==> config.mk <==
export PLATFORM = sky130hd
export DESIGN_NAME = lane_change_decision
export DESIGN_NICKNAME = d
export VERILOG_FILES = /design/src/lcd_pkg.sv /design/src/lane_change_decision.sv /design/src/lcd_vehicle_unit.sv
export SDC_FILE = /design/constraint.sdc
export NUM_CORES = 2
export LEC_CHECK = 0
export BUFFER_PORTS_ARGS = -buffer_cell sky130_fd_sc_hd__buf_4
export CORE_MARGIN = 2
export CORE_UTILIZATION = 64
export DETAILED_ROUTE_END_ITERATION = 8
export GPL_TIMING_DRIVEN = 0
export PLACE_DENSITY = 0.8
export RECOVER_POWER = 100
export SLEW_MARGIN = 10
export SYNTH_ARGS = -nofsm -noshare
export SYNTH_HDL_FRONTEND = slang
export SYNTH_SLANG_ARGS = --single-unit
==> constraint.sdc <==
create_clock -name clk -period 15.2 [get_ports clk]
set_clock_uncertainty 0.2 [all_clocks]
set_input_delay 1.52 -clock clk [delete_from_list [all_inputs] [get_ports clk]]
set_output_delay 1.52 -clock clk [all_outputs]
set_load 0.02 [all_outputs]
==> src/lcd_pkg.sv <==
// ----------------------------------------------------------------------------
// lcd_pkg
// Shared types, field positions and constants for the lane change decision
// block.
// ----------------------------------------------------------------------------
package lcd_pkg;

	// item kinds carried in s_tuser
	typedef enum logic [1:0] {
		ACT_BEGIN   = 2'd0,
		ACT_VEHICLE = 2'd1,
		ACT_FINISH  = 2'd2,
		ACT_NONE    = 2'd3
	} lcd_action_t;

	// configuration register indexes
	typedef enum logic [2:0] {
		REG_FOLLOW_GAP  = 3'd0,
		REG_REAR_GAP    = 3'd1,
		REG_SPEED_STEP  = 3'd2,
		REG_SPEED_LIMIT = 3'd3,
		REG_POINT_MS    = 3'd4,
		REG_LANE_COUNT  = 3'd5,
		REG_SPARE6      = 3'd6,
		REG_SPARE7      = 3'd7
	} lcd_reg_t;

	typedef enum logic [1:0] {
		TOP_IDLE,
		TOP_BUSY,
		TOP_HOLD
	} lcd_top_state_t;

	typedef enum logic [2:0] {
		U_IDLE,
		U_SQA,
		U_SQB,
		U_ROOT,
		U_PP,
		U_PS,
		U_DIV,
		U_GAP
	} lcd_unit_state_t;

	// per-vehicle verdict from the iterative unit
	typedef struct packed {
		logic              done;
		logic              close;
		logic              ahead;
		logic signed [3:0] clane;
	} lcd_vstat_t;

	localparam int IN_DATA_W  = 128;
	localparam int IN_USER_W  = 2;
	localparam int OUT_DATA_W = 24;

	// input tdata bit positions
	localparam int EGO_S_LO   = 0;
	localparam int EGO_LANE_LO = 24;
	localparam int REF_SPD_LO = 27;
	localparam int POINTS_LO  = 43;
	localparam int CAR_S_LO   = 51;
	localparam int CAR_D_LO   = 75;
	localparam int CAR_VX_LO  = 89;
	localparam int CAR_VY_LO  = 105;

	localparam logic [15:0] FOLLOW_GAP_RST  = 16'd7680;
	localparam logic [15:0] REAR_GAP_RST    = 16'd2560;
	localparam logic [11:0] SPEED_STEP_RST  = 12'd224;
	localparam logic [15:0] SPEED_LIMIT_RST = 16'd49500;
	localparam logic [7:0]  POINT_MS_RST    = 8'd20;
	localparam logic [3:0]  LANE_COUNT_RST  = 4'd3;
	localparam logic [3:0]  MAX_LANES       = 4'd8;

	// milliseconds to seconds: ceil(2^38 / 1000) in 16-bit halves
	localparam logic [15:0] RECIP_HI = 16'h1062;
	localparam logic [15:0] RECIP_LO = 16'h4DD3;

	localparam logic [4:0] ROOT_STEPS = 5'd15;
	localparam logic [4:0] DIV_STEPS  = 5'd3;

endpackage

==> src/lane_change_decision.sv <==
// ----------------------------------------------------------------------------
// lane_change_decision
// Frame-based lane change and reference speed decision.
// ----------------------------------------------------------------------------
// A begin transaction loads the ego data without stalling the input, a finish
// transaction writes the decision into the output register (it waits in a hold
// state only while the output register is still full and stalled). A vehicle
// transaction keeps s_tready low until the vehicle unit is done with it:
// two squaring steps, two projection multiplies and four partial products
// of a reciprocal divide by 1000 on one shared 17x17 multiplier, a 16-step
// square root on one subtractor, and a final gap check.
// ----------------------------------------------------------------------------
module lane_change_decision
	import lcd_pkg::*;
(
	input  logic                  clk,
	input  logic                  arst_n,
	input  logic                  s_tvalid,
	output logic                  s_tready,
	// ego_s, ego_lane, ref_speed, prev_points, car_s, car_d, car_vx, car_vy
	input  logic [IN_DATA_W-1:0]  s_tdata,
	// action
	input  logic [IN_USER_W-1:0]  s_tuser,
	output logic                  m_tvalid,
	input  logic                  m_tready,
	// chosen lane, updated ref speed, lane_blocked
	output logic [OUT_DATA_W-1:0] m_tdata,
	input  logic                  cfg_valid,
	output logic                  cfg_ready,
	input  logic [2:0]            cfg_index,
	input  logic [15:0]           cfg_data
);

	lcd_top_state_t state_q, state_d;

	logic [15:0] follow_gap_q, rear_gap_q, speed_limit_q;
	logic [11:0] speed_step_q;
	logic [7:0]  point_ms_q;
	logic [3:0]  lane_count_q;

	logic [23:0] held_ego_s_q;
	logic [2:0]  held_lane_q;
	logic [15:0] held_speed_q;
	logic [7:0]  held_points_q;
	logic        ahead_blocked_q, left_free_q, right_free_q;

	logic [OUT_DATA_W-1:0] out_q, pend_q;
	logic                  out_valid_q;

	lcd_action_t act;
	logic        in_fire, out_free, veh_start;
	lcd_vstat_t  vstat;

	logic [2:0]  in_lane;
	logic [3:0]  lanes;
	logic [2:0]  res_lane;
	logic [15:0] res_speed;
	logic [16:0] spd_sum;
	logic [OUT_DATA_W-1:0] res_word;

	logic signed [4:0] cl5, ln5, lm1, lp1;

	assign act       = lcd_action_t'(s_tuser);
	assign in_fire   = s_tvalid && s_tready;
	assign out_free  = !out_valid_q || m_tready;
	assign veh_start = in_fire && (act == ACT_VEHICLE);
	assign cfg_ready = 1'b1;
	assign m_tvalid  = out_valid_q;
	assign m_tdata   = out_q;
	assign in_lane   = s_tdata[EGO_LANE_LO +: 3];
	assign lanes     = (lane_count_q > MAX_LANES) ? MAX_LANES : lane_count_q;

	lcd_vehicle_unit u_veh (
		.clk        (clk),
		.arst_n     (arst_n),
		.start      (veh_start),
		.car_s      (s_tdata[CAR_S_LO +: 24]),
		.car_d      ($signed(s_tdata[CAR_D_LO +: 14])),
		.car_vx     ($signed(s_tdata[CAR_VX_LO +: 16])),
		.car_vy     ($signed(s_tdata[CAR_VY_LO +: 16])),
		.points     (held_points_q),
		.period     (point_ms_q),
		.ego_s      (held_ego_s_q),
		.follow_gap (follow_gap_q),
		.rear_gap   (rear_gap_q),
		.stat       (vstat)
	);

	// decision from the held frame state
	always_comb begin
		res_lane  = held_lane_q;
		res_speed = held_speed_q;
		spd_sum   = {1'b0, held_speed_q} + {5'd0, speed_step_q};
		if (ahead_blocked_q) begin
			res_speed = (held_speed_q > {4'd0, speed_step_q}) ?
				held_speed_q - {4'd0, speed_step_q} : 16'd0;
			if (left_free_q && held_lane_q != 3'd0) begin
				res_lane = held_lane_q - 3'd1;
			end else if (right_free_q) begin
				res_lane = held_lane_q + 3'd1;
			end
		end else if (held_speed_q < speed_limit_q) begin
			res_speed = spd_sum[16] ? 16'hFFFF : spd_sum[15:0];
		end
		res_word = {4'd0, ahead_blocked_q, res_speed, res_lane};
	end

	// next state
	always_comb begin
		state_d = state_q;
		unique case (state_q)
			TOP_IDLE: begin
				if (in_fire && act == ACT_VEHICLE) state_d = TOP_BUSY;
				else if (in_fire && act == ACT_FINISH && !out_free) state_d = TOP_HOLD;
			end
			TOP_BUSY: if (vstat.done) state_d = TOP_IDLE;
			TOP_HOLD: if (out_free) state_d = TOP_IDLE;
			default:  state_d = TOP_IDLE;
		endcase
	end

	// outputs
	always_comb begin
		unique case (state_q)
			TOP_IDLE: s_tready = 1'b1;
			default:  s_tready = 1'b0;
		endcase
	end

	always_ff @(posedge clk or negedge arst_n) begin
		if (!arst_n) begin
			state_q <= TOP_IDLE;
		end else begin
			state_q <= state_d;
		end
	end

	// configuration registers
	always_ff @(posedge clk or negedge arst_n) begin
		if (!arst_n) begin
			follow_gap_q  <= FOLLOW_GAP_RST;
			rear_gap_q    <= REAR_GAP_RST;
			speed_step_q  <= SPEED_STEP_RST;
			speed_limit_q <= SPEED_LIMIT_RST;
			point_ms_q    <= POINT_MS_RST;
			lane_count_q  <= LANE_COUNT_RST;
		end else if (cfg_valid && cfg_ready) begin
			unique case (lcd_reg_t'(cfg_index))
				REG_FOLLOW_GAP:  follow_gap_q  <= cfg_data;
				REG_REAR_GAP:    rear_gap_q    <= cfg_data;
				REG_SPEED_STEP:  speed_step_q  <= cfg_data[11:0];
				REG_SPEED_LIMIT: speed_limit_q <= cfg_data;
				REG_POINT_MS:    point_ms_q    <= cfg_data[7:0];
				REG_LANE_COUNT:  lane_count_q  <= cfg_data[3:0];
				default: begin
				end
			endcase
		end
	end

	// lane index comparisons on small signed values
	assign cl5 = {vstat.clane[3], vstat.clane};
	assign ln5 = $signed({2'b00, held_lane_q});
	assign lm1 = ln5 - 5'sd1;
	assign lp1 = ln5 + 5'sd1;

	// frame state
	always_ff @(posedge clk or negedge arst_n) begin
		if (!arst_n) begin
			held_ego_s_q    <= '0;
			held_lane_q     <= '0;
			held_speed_q    <= '0;
			held_points_q   <= '0;
			ahead_blocked_q <= 1'b0;
			left_free_q     <= 1'b0;
			right_free_q    <= 1'b0;
		end else if (in_fire && act == ACT_BEGIN) begin
			held_ego_s_q    <= s_tdata[EGO_S_LO +: 24];
			held_lane_q     <= in_lane;
			held_speed_q    <= s_tdata[REF_SPD_LO +: 16];
			held_points_q   <= s_tdata[POINTS_LO +: 8];
			ahead_blocked_q <= 1'b0;
			left_free_q     <= (in_lane != 3'd0);
			right_free_q    <= ({1'b0, in_lane} + 4'd1) < lanes;
		end else if (vstat.done && vstat.close) begin
			if (cl5 == ln5 && vstat.ahead) begin
				ahead_blocked_q <= 1'b1;
			end else if (cl5 == lm1) begin
				left_free_q <= 1'b0;
			end else if (cl5 == lp1) begin
				right_free_q <= 1'b0;
			end
		end
	end

	// output register with a one-entry hold for a stalled finish
	always_ff @(posedge clk or negedge arst_n) begin
		if (!arst_n) begin
			out_valid_q <= 1'b0;
		end else if (in_fire && act == ACT_FINISH && out_free) begin
			out_valid_q <= 1'b1;
		end else if (state_q == TOP_HOLD && out_free) begin
			out_valid_q <= 1'b1;
		end else if (m_tready) begin
			out_valid_q <= 1'b0;
		end
	end

	always_ff @(posedge clk) begin
		if (in_fire && act == ACT_FINISH) begin
			pend_q <= res_word;
		end
		if (in_fire && act == ACT_FINISH && out_free) begin
			out_q <= res_word;
		end else if (state_q == TOP_HOLD && out_free) begin
			out_q <= pend_q;
		end
	end

endmodule

==> src/lcd_vehicle_unit.sv <==
// ----------------------------------------------------------------------------
// lcd_vehicle_unit
// Iterative evaluation of one other vehicle: squares, the projection and a
// reciprocal multiply for the divide by 1000 through a shared multiplier, a
// bit-pair square root through a subtractor, then the gap and lane verdict.
// ----------------------------------------------------------------------------
module lcd_vehicle_unit
	import lcd_pkg::*;
(
	input  logic               clk,
	input  logic               arst_n,
	input  logic               start,
	input  logic [23:0]        car_s,
	input  logic signed [13:0] car_d,
	input  logic signed [15:0] car_vx,
	input  logic signed [15:0] car_vy,
	input  logic [7:0]         points,
	input  logic [7:0]         period,
	input  logic [23:0]        ego_s,
	input  logic [15:0]        follow_gap,
	input  logic [15:0]        rear_gap,
	output lcd_vstat_t         stat
);

	lcd_unit_state_t state_q, state_d;
	logic [4:0]         cnt_q;
	logic [23:0]        s_q;
	logic signed [13:0] d_q;
	logic signed [15:0] vx_q, vy_q;
	logic [31:0]        acc_q;
	logic [31:0]        rad_q;
	logic [17:0]        rem_q;
	logic [15:0]        root_q;
	logic [15:0]        pp_q;
	logic [31:0]        x_q;

	logic signed [16:0] mul_a, mul_b;
	logic signed [33:0] prod;
	logic [19:0]        sub_a, sub_b;
	logic [20:0]        sub_y;
	logic               sub_lt;

	logic [24:0]        cs;
	logic signed [25:0] diff;
	logic signed [25:0] fol_s, rear_neg;
	logic               ahead;

	assign prod   = mul_a * mul_b;
	assign sub_y  = {1'b0, sub_a} - {1'b0, sub_b};
	assign sub_lt = sub_y[20];

	// next state
	always_comb begin
		state_d = state_q;
		unique case (state_q)
			U_IDLE: if (start) state_d = U_SQA;
			U_SQA:  state_d = U_SQB;
			U_SQB:  state_d = U_ROOT;
			U_ROOT: if (cnt_q == '0) state_d = U_PP;
			U_PP:   state_d = U_PS;
			U_PS:   state_d = U_DIV;
			U_DIV:  if (cnt_q == '0) state_d = U_GAP;
			U_GAP:  state_d = U_IDLE;
			default: state_d = U_IDLE;
		endcase
	end

	// operand selection for the shared units
	always_comb begin
		mul_a = '0;
		mul_b = '0;
		sub_a = '0;
		sub_b = '0;
		unique case (state_q)
			U_SQA: begin
				mul_a = {vx_q[15], vx_q};
				mul_b = {vx_q[15], vx_q};
			end
			U_SQB: begin
				mul_a = {vy_q[15], vy_q};
				mul_b = {vy_q[15], vy_q};
			end
			U_ROOT: begin
				sub_a = {rem_q, rad_q[31:30]};
				sub_b = {2'b00, root_q, 2'b01};
			end
			U_PP: begin
				mul_a = {9'd0, points};
				mul_b = {9'd0, period};
			end
			U_PS: begin
				mul_a = {1'b0, pp_q};
				mul_b = {1'b0, root_q};
			end
			U_DIV: begin
				// low half of the product first, odd steps take the low reciprocal half
				mul_a = (cnt_q > 5'd1) ? {1'b0, x_q[15:0]} : {1'b0, x_q[31:16]};
				mul_b = cnt_q[0] ? {1'b0, RECIP_LO} : {1'b0, RECIP_HI};
			end
			default: begin
			end
		endcase
	end

	always_ff @(posedge clk or negedge arst_n) begin
		if (!arst_n) begin
			state_q <= U_IDLE;
			cnt_q   <= '0;
		end else begin
			state_q <= state_d;
			unique case (state_q)
				U_SQB:  cnt_q <= ROOT_STEPS;
				U_PS:   cnt_q <= DIV_STEPS;
				U_ROOT, U_DIV: cnt_q <= cnt_q - 5'd1;
				default: cnt_q <= cnt_q;
			endcase
		end
	end

	always_ff @(posedge clk) begin
		unique case (state_q)
			U_IDLE: begin
				if (start) begin
					s_q  <= car_s;
					d_q  <= car_d;
					vx_q <= car_vx;
					vy_q <= car_vy;
				end
			end
			U_SQA: acc_q <= prod[31:0];
			U_SQB: begin
				rad_q  <= acc_q + prod[31:0];
				rem_q  <= '0;
				root_q <= '0;
			end
			U_ROOT: begin
				rad_q  <= {rad_q[29:0], 2'b00};
				rem_q  <= sub_lt ? sub_a[17:0] : sub_y[17:0];
				root_q <= {root_q[14:0], ~sub_lt};
			end
			U_PP: pp_q <= prod[15:0];
			U_PS: x_q <= prod[31:0];
			U_DIV: begin
				// 16 low bits dropped after the first and the third partial product
				unique case (cnt_q)
					5'd3:    acc_q <= prod[31:0];
					5'd1:    acc_q <= acc_q + prod[31:0];
					default: acc_q <= {16'd0, acc_q[31:16]} + prod[31:0];
				endcase
			end
			default: begin
			end
		endcase
	end

	// gap and lane verdict, taken in the last step
	// quotient is the accumulated product shifted down by six more bits
	assign cs       = {1'b0, s_q} + {3'd0, acc_q[27:6]};
	assign diff     = $signed({1'b0, cs}) - $signed({2'b00, ego_s});
	assign fol_s    = $signed({10'd0, follow_gap});
	assign rear_neg = -$signed({10'd0, rear_gap});
	assign ahead    = !diff[25] && (diff != '0);

	always_comb begin
		stat.done  = (state_q == U_GAP);
		stat.ahead = ahead;
		stat.close = ahead ? (diff < fol_s) : (diff > rear_neg);
		stat.clane = d_q[13:10];
	end

endmodule

# Word-level counts from Yosys, hierarchy flattened
# Index checks and enable logic that the tools add are counted.
[word_totals]
in_bits = 154
regBits = 393
elab_cells = 175
out_inout_bits = 27
[classes]
order_cmp = 7
multipliers = 1
n_mux = 49
n_reduce_logical = 45
n_eq_ne = 29
n_bitwise = 1
n_addsub = 14
[op_table]
columns = ["operator", "count"]
rows = [
  ["$pmux 32 s2", 3],
  ["$pmux 17 s5", 2],
  ["$mux 16", 5],
  ["$mux 20", 3],
  ["$mux 18", 2],
  ["$pmux 18 s2", 1],
  ["$add 16x32->32", 1],
  ["$add 32x32->32", 1],
  ["$mul 17x17->32", 1],
  ["$pmux 16 s2", 1],
  ["$gt 26x26->1", 1],
  ["$lt 26x17->1", 1],
  ["$neg 16->26", 1],
  ["$reduce_bool 26->1", 1],
  ["$sub 25x24->26", 1],
  ["$add 24x22->25", 1],
  ["$pmux 3 s8", 1],
  ["$sub 20x18->21", 1],
  ["$eq 3x3->1 const B", 6],
  ["$mux 3", 6],
  ["$add 16x12->17", 1],
  ["$mux 1", 17],
  ["$gt 16x12->1", 1],
  ["$lt 16x16->1", 1],
  ["38 further kinds", 86],
]

# Depth between registers and ports, before layout
[logic_depth]
depth_word = 8
mapped_depth = 43
ltp_nobuf = 41

# Cells and area by module
# Synthesis repeated with hierarchy kept, for this count alone.
[hier_totals]
cells_unflattened = 3768
area_unflattened_um2 = 35257.6
[by_module_without_submodules]
columns = ["mod", "cells_each", "area_per_inst_um2", "n_inst"]
rows = [
  ["lcd_vehicle_unit", 2844, 26135.1, 1],
  ["lane_change_decision", 924, 9122.5, 1],
]

# Least setup slack after synthesis
# No wires, ideal clock.
[synth_timing]
path_type = "register -> register"
start = "register u_veh.state_q[1]"
end = "register u_veh.acc_q[29], data pin"
setup_slack_ns = 3.455
period_less_slack_ns = 11.745
arrival_ns = 11.276
required_time_ns = 14.731
path_stages_with_launch = 35
setup_ns = 0.269
path_cell_list = "dfrtp_1 -> clkbuf_1 -> nor2b_1 -> nor2b_1 -> nand2_1 -> o21ai_0 -> clkbuf_1 -> nand2_1 -> fa_1 -> inv_1 -> fa_1 -> fa_1 -> fa_1 -> fa_1 -> inv_1 -> fa_1 -> inv_1 -> ha_1 -> clkbuf_1 -> a211o_1 -> or3_1 -> o211ai_1 -> inv_1 -> ha_1 -> a211oi_1 -> nand2_1 -> or3_1 -> a311oi_1 -> nor3_1 -> a41o_1 -> a41oi_1 -> nor2b_1 -> xnor2_1 -> a32oi_1 -> o21ai_0"
[synth_between]
elab_chain_cells = 6
elab_cells_between_ends = 12
cone_classes = "add/sub: 2; mul: 1; eq/ne: 5; mux: 4"
[synth_lines]
columns = ["item", "line_no", "text"]
rows = [
  ["start: declaration", "lcd_vehicle_unit.sv:25", "lcd_unit_state_t state_q, state_d;"],
  ["start signal: assignment", "lcd_vehicle_unit.sv:110", "state_q <= state_d;"],
  ["$eq 3x3->1 (tied with other cells)", "lcd_vehicle_unit.sv:74", "unique case (state_q)"],
  ["$pmux 17 s5", "lcd_vehicle_unit.sv:74", ""],
  ["$mul 17x17->32 (*)", "lcd_vehicle_unit.sv:48", "assign prod = mul_a * mul_b;"],
  ["via u_veh.prod[20]", "lcd_vehicle_unit.sv:38", "logic signed [33:0] prod;"],
  ["$add 16x32->32 / $add 32x32->32 (equally long branches)", "lcd_vehicle_unit.sv:148, lcd_vehicle_unit.sv:147", ""],
  ["$pmux 32 s2 (*)", "lcd_vehicle_unit.sv:145", "unique case (cnt_q)"],
  ["$pmux 32 s2 (*)", "lcd_vehicle_unit.sv:121", "unique case (state_q)"],
  ["end signal: assignment", "lcd_vehicle_unit.sv:146", "5'd3: acc_q <= prod[31:0];"],
  ["end signal: assignment", "lcd_vehicle_unit.sv:147", "5'd1: acc_q <= acc_q + prod[31:0];"],
  ["end signal: assignment", "lcd_vehicle_unit.sv:148", "default: acc_q <= {16'd0, acc_q[31:16]} + prod[31:0];"],
  ["end: declaration", "lcd_vehicle_unit.sv:30", "logic [31:0] acc_q;"],
]
# The timed path passes the listed nets; every way through them passes the cells marked *.
# A chain may end at the register's enable or synchronous reset.

# Worst setup path in the final report
[layout_timing]
start = "register u_veh.state_q[2]"
end = "register u_veh.acc_q[31], data pin"
# Same word-level chain as after synthesis.

==> metrics.txt <==
status=complete, but fails checks; failing checks=max-capacitance violations, max-slew violations; Syn. warnings=0; via count=28283; dpl ws=2.42 ns; core area=53700 µm²; Peak VDD IR=187 µV; Startpoint Class=flop; FMAX=73.0 MHz; Min-Delay Endpoint=speed_limit_q[5]$_DFFE_PN0P_; Setup WS post-layout=1.49 ns; clock root cell=clkbuf_16; n_diodes=0; ys flop type=edfxtp_1; Power Total=0.00862 W; first-pass GRT wire length=155000 µm; most area-consuming cells after synthesis=edfxtp_1 (21%), fa_1 (18%), ha_1 (9.7%); clock tree from TritonCTS=yes; fin. max-slew vios=238; worst-skew pair later-pin latency=0.59 ns; Die W=237 µm; cts repair resizes=0; area delta synth->final=10.2%; sequential area share after synthesis=between 30% and 40%; max-capacitance violation count=7; Worst Max-Slew Pin Slew=4.41 ns; hold depth=1; H-Tree Depth=2; cell count after synthesis=between 3000 and 4000; GRT overflow=0; Post-Route WL=99800 µm; most common cell after layout, fill and taps aside=inv_1; Worst-path clk slew=about 0.060 ns; origin of the critical flop-to-flop path=u_veh.state_q[2]$_DFFE_PN0P_; Leak=17.7 nW; routed vias/inst=6.09; final net count=4647; Starting DRT DRC Count=3140; Tot GR Track Use=36.3%; Post-synth EDFFs=246; initial antenna violation count=3; per-cell routed wire length=~21 µm; Mean Syn Cell Area=9.40 µm²; Yosys top cell area share=21.3%; cts hold-fix bufs=0; CTS Buf Count=44; crit end category=flop; clk sinks=between 300 and 400; Hold Crit Class=reg -> reg; Die H=237 µm; Setup Fix Bufs, Post-CTS=0; fin crit period=13.71 ns; Synth Register Bits=around 380; PortBufs=around 160; Req. time, crit path=15.32 ns; RR Endpoint=u_veh.acc_q[31]$_DFFE_PP_; total power density per cell area=approximately 230 nW/µm²; CP Data Arrival Time=between 10 and 15 ns; unrepaired setup endpoints after global routing=false; Final HPWL DP=79500 µm; CP most frequent cell=fa_1; TNS Setup=0 ns; post-synthesis cell area=34700 µm²; antenna-violating nets left=0; R2R cell count=35; die area=56100 µm²; CP max stage delay=1.23 ns; synth unique cells=83; CP Max Fanout=30; asr flop ratio synth=35.8%; period utilization=90.2%; Residual DRC=0; Yosys top cell by area=edfxtp_1; most frequent cells in the layout=inv_1 (564), nand2_1 (484), nor2_1 (315); hold path startpoint=speed_limit_q[5]$_DFFE_PN0P_; Worst R2R Setup Slack=1.49 ns; CP Class=reg -> reg; number of global-route vias before repair=27758; Initial Util=64.6%; Fin. Hold Viols=0; num ports=~180; Filler cells=4084; largest net degree at the start of global routing=85; GP Congestion=~1.0; Bufs on Longest Clock Path=3; drt first pass iters=8; post-layout util=71.2%; FP Rows=85; Final setup viols=0; fraction of layout cells with a size suffix above 1=8.05%; worst relative slew slack=-194%; slowest CP cell=clkbuf_1
==> sequential cells by signal, indices dropped and copies added, names as in the netlist, 18 cells and up <==
signal	count
pend_q	20
u_veh.rad_q	32
u_veh.x_q	32
m_tdata	20
u_veh.acc_q	32
u_veh.s_q	24
held_ego_s_q	24
u_veh.rem_q	18
==> Yosys cell counts (all sizes together) (29+ instances only) <==
master	count
inv	564
nand2	484
nor2	315
fa	309
ha	269
edfxtp	246
o21ai	186
a21oi	159
dfrtp	117
clkbuf	113
xnor2	82
a21o	65
mux2	65
xor2	56
nor3	49
o21a	45
and2	42
nand3	35
mux2i	33
a211oi	29
nand2b	29
==> through the flow <==
stage / instance area, µm² / hold slack [ns] / cells
finish: 38200 / 0.304 / 4646
global route: 38200 / 0.327 / 4646
CTS: 38500 / 0.307 / 4646
detailed placement: 37000 / 0.292 / 4565
global placement: 36800 / 0.288 / 4548
floorplan: 34700 / 0.223 / 3694
==> metal layers <==
layer  global-route usage (%)  share of wire [%]  vias to the layer above
met5                        0                  0                        -
met1                     50.5                 41                    13661
met3                     9.84                 12                      294
met4                     16.6                5.0                        0
li1                         -                  -                    12833
met2                     53.3                 43                     1495
==> where the power goes <==
| group | internal [W] | switching (W) | total, W |
|---|---|---|---|
| registers | 0.00155 | 0.000212 | 0.00176 |
| clock network | 0.000648 | 0.000442 | 0.00109 |
| logic | 0.00214 | 0.00362 | 0.00576 |
| total | 0.00434 | 0.00428 | 0.00862 |
==> logic make-up after synthesis <==
family | share of synthesized area [%]
compound gates | 13.4
xor+xnor | 3.48
fa+ha+maj | 27.5
buf+inv | 7.61
flops | 31.2
mux | 3.06
other cells | 0.0216
simple gates | 13.7
==> how the worst max path moves through the flow <==
| stage | to | slack, ns | startpoint | cells past startpoint |
|---|---|---|---|---|
| finish | u_veh.acc_q[31]$_DFFE_PP_ | 1.49 | u_veh.state_q[2]$_DFFE_PN0P_ | 35 |
| detailed placement | u_veh.acc_q[29]$_DFFE_PP_ | 2.42 | u_veh.cnt_q[2]$_DFFE_PN0P_ | 37 |
| floorplan | u_veh.acc_q[29]$_DFFE_PP_ | 3.45 | u_veh.state_q[1]$_DFFE_PN0P_ | 34 |
| CTS | u_veh.acc_q[29]$_DFFE_PP_ | 2.45 | u_veh.cnt_q[2]$_DFFE_PN0P_ | 37 |
| global route | u_veh.acc_q[29]$_DFFE_PP_ | 0.84 | u_veh.state_q[2]$_DFFE_PN0P_ | 35 |
| global placement | u_veh.acc_q[29]$_DFFE_PP_ | -0.49 | u_veh.state_q[2]$_DFFE_PN0P_ | 34 |
==> area by class of cell <==
type	count	area [µm²]	share of cell area [%]
inverter	567	2130	5.57
tap	696	871	2.28
sequential	383	10800	28.3
buffer	130	509	1.33
clock buffer	64	1300	3.41
multi-input combinational	2614	21200	55.6
clock inverter	17	181	0.474
timing repair buffer	175	1160	3.02
==> worst max-delay path, delay by kind of cell, from the launching register on <==
family                     cells  cell delay (ns)
xor gates and xnor gates       2             0.76
AOI/OAI and AO/OA             12             3.18
adders and majority gates      8             4.08
DFF                            1             0.32
buffers and inverters          8             3.31
and+or+nand+nor                5             1.58
Power figures use the tool's default switching activity.
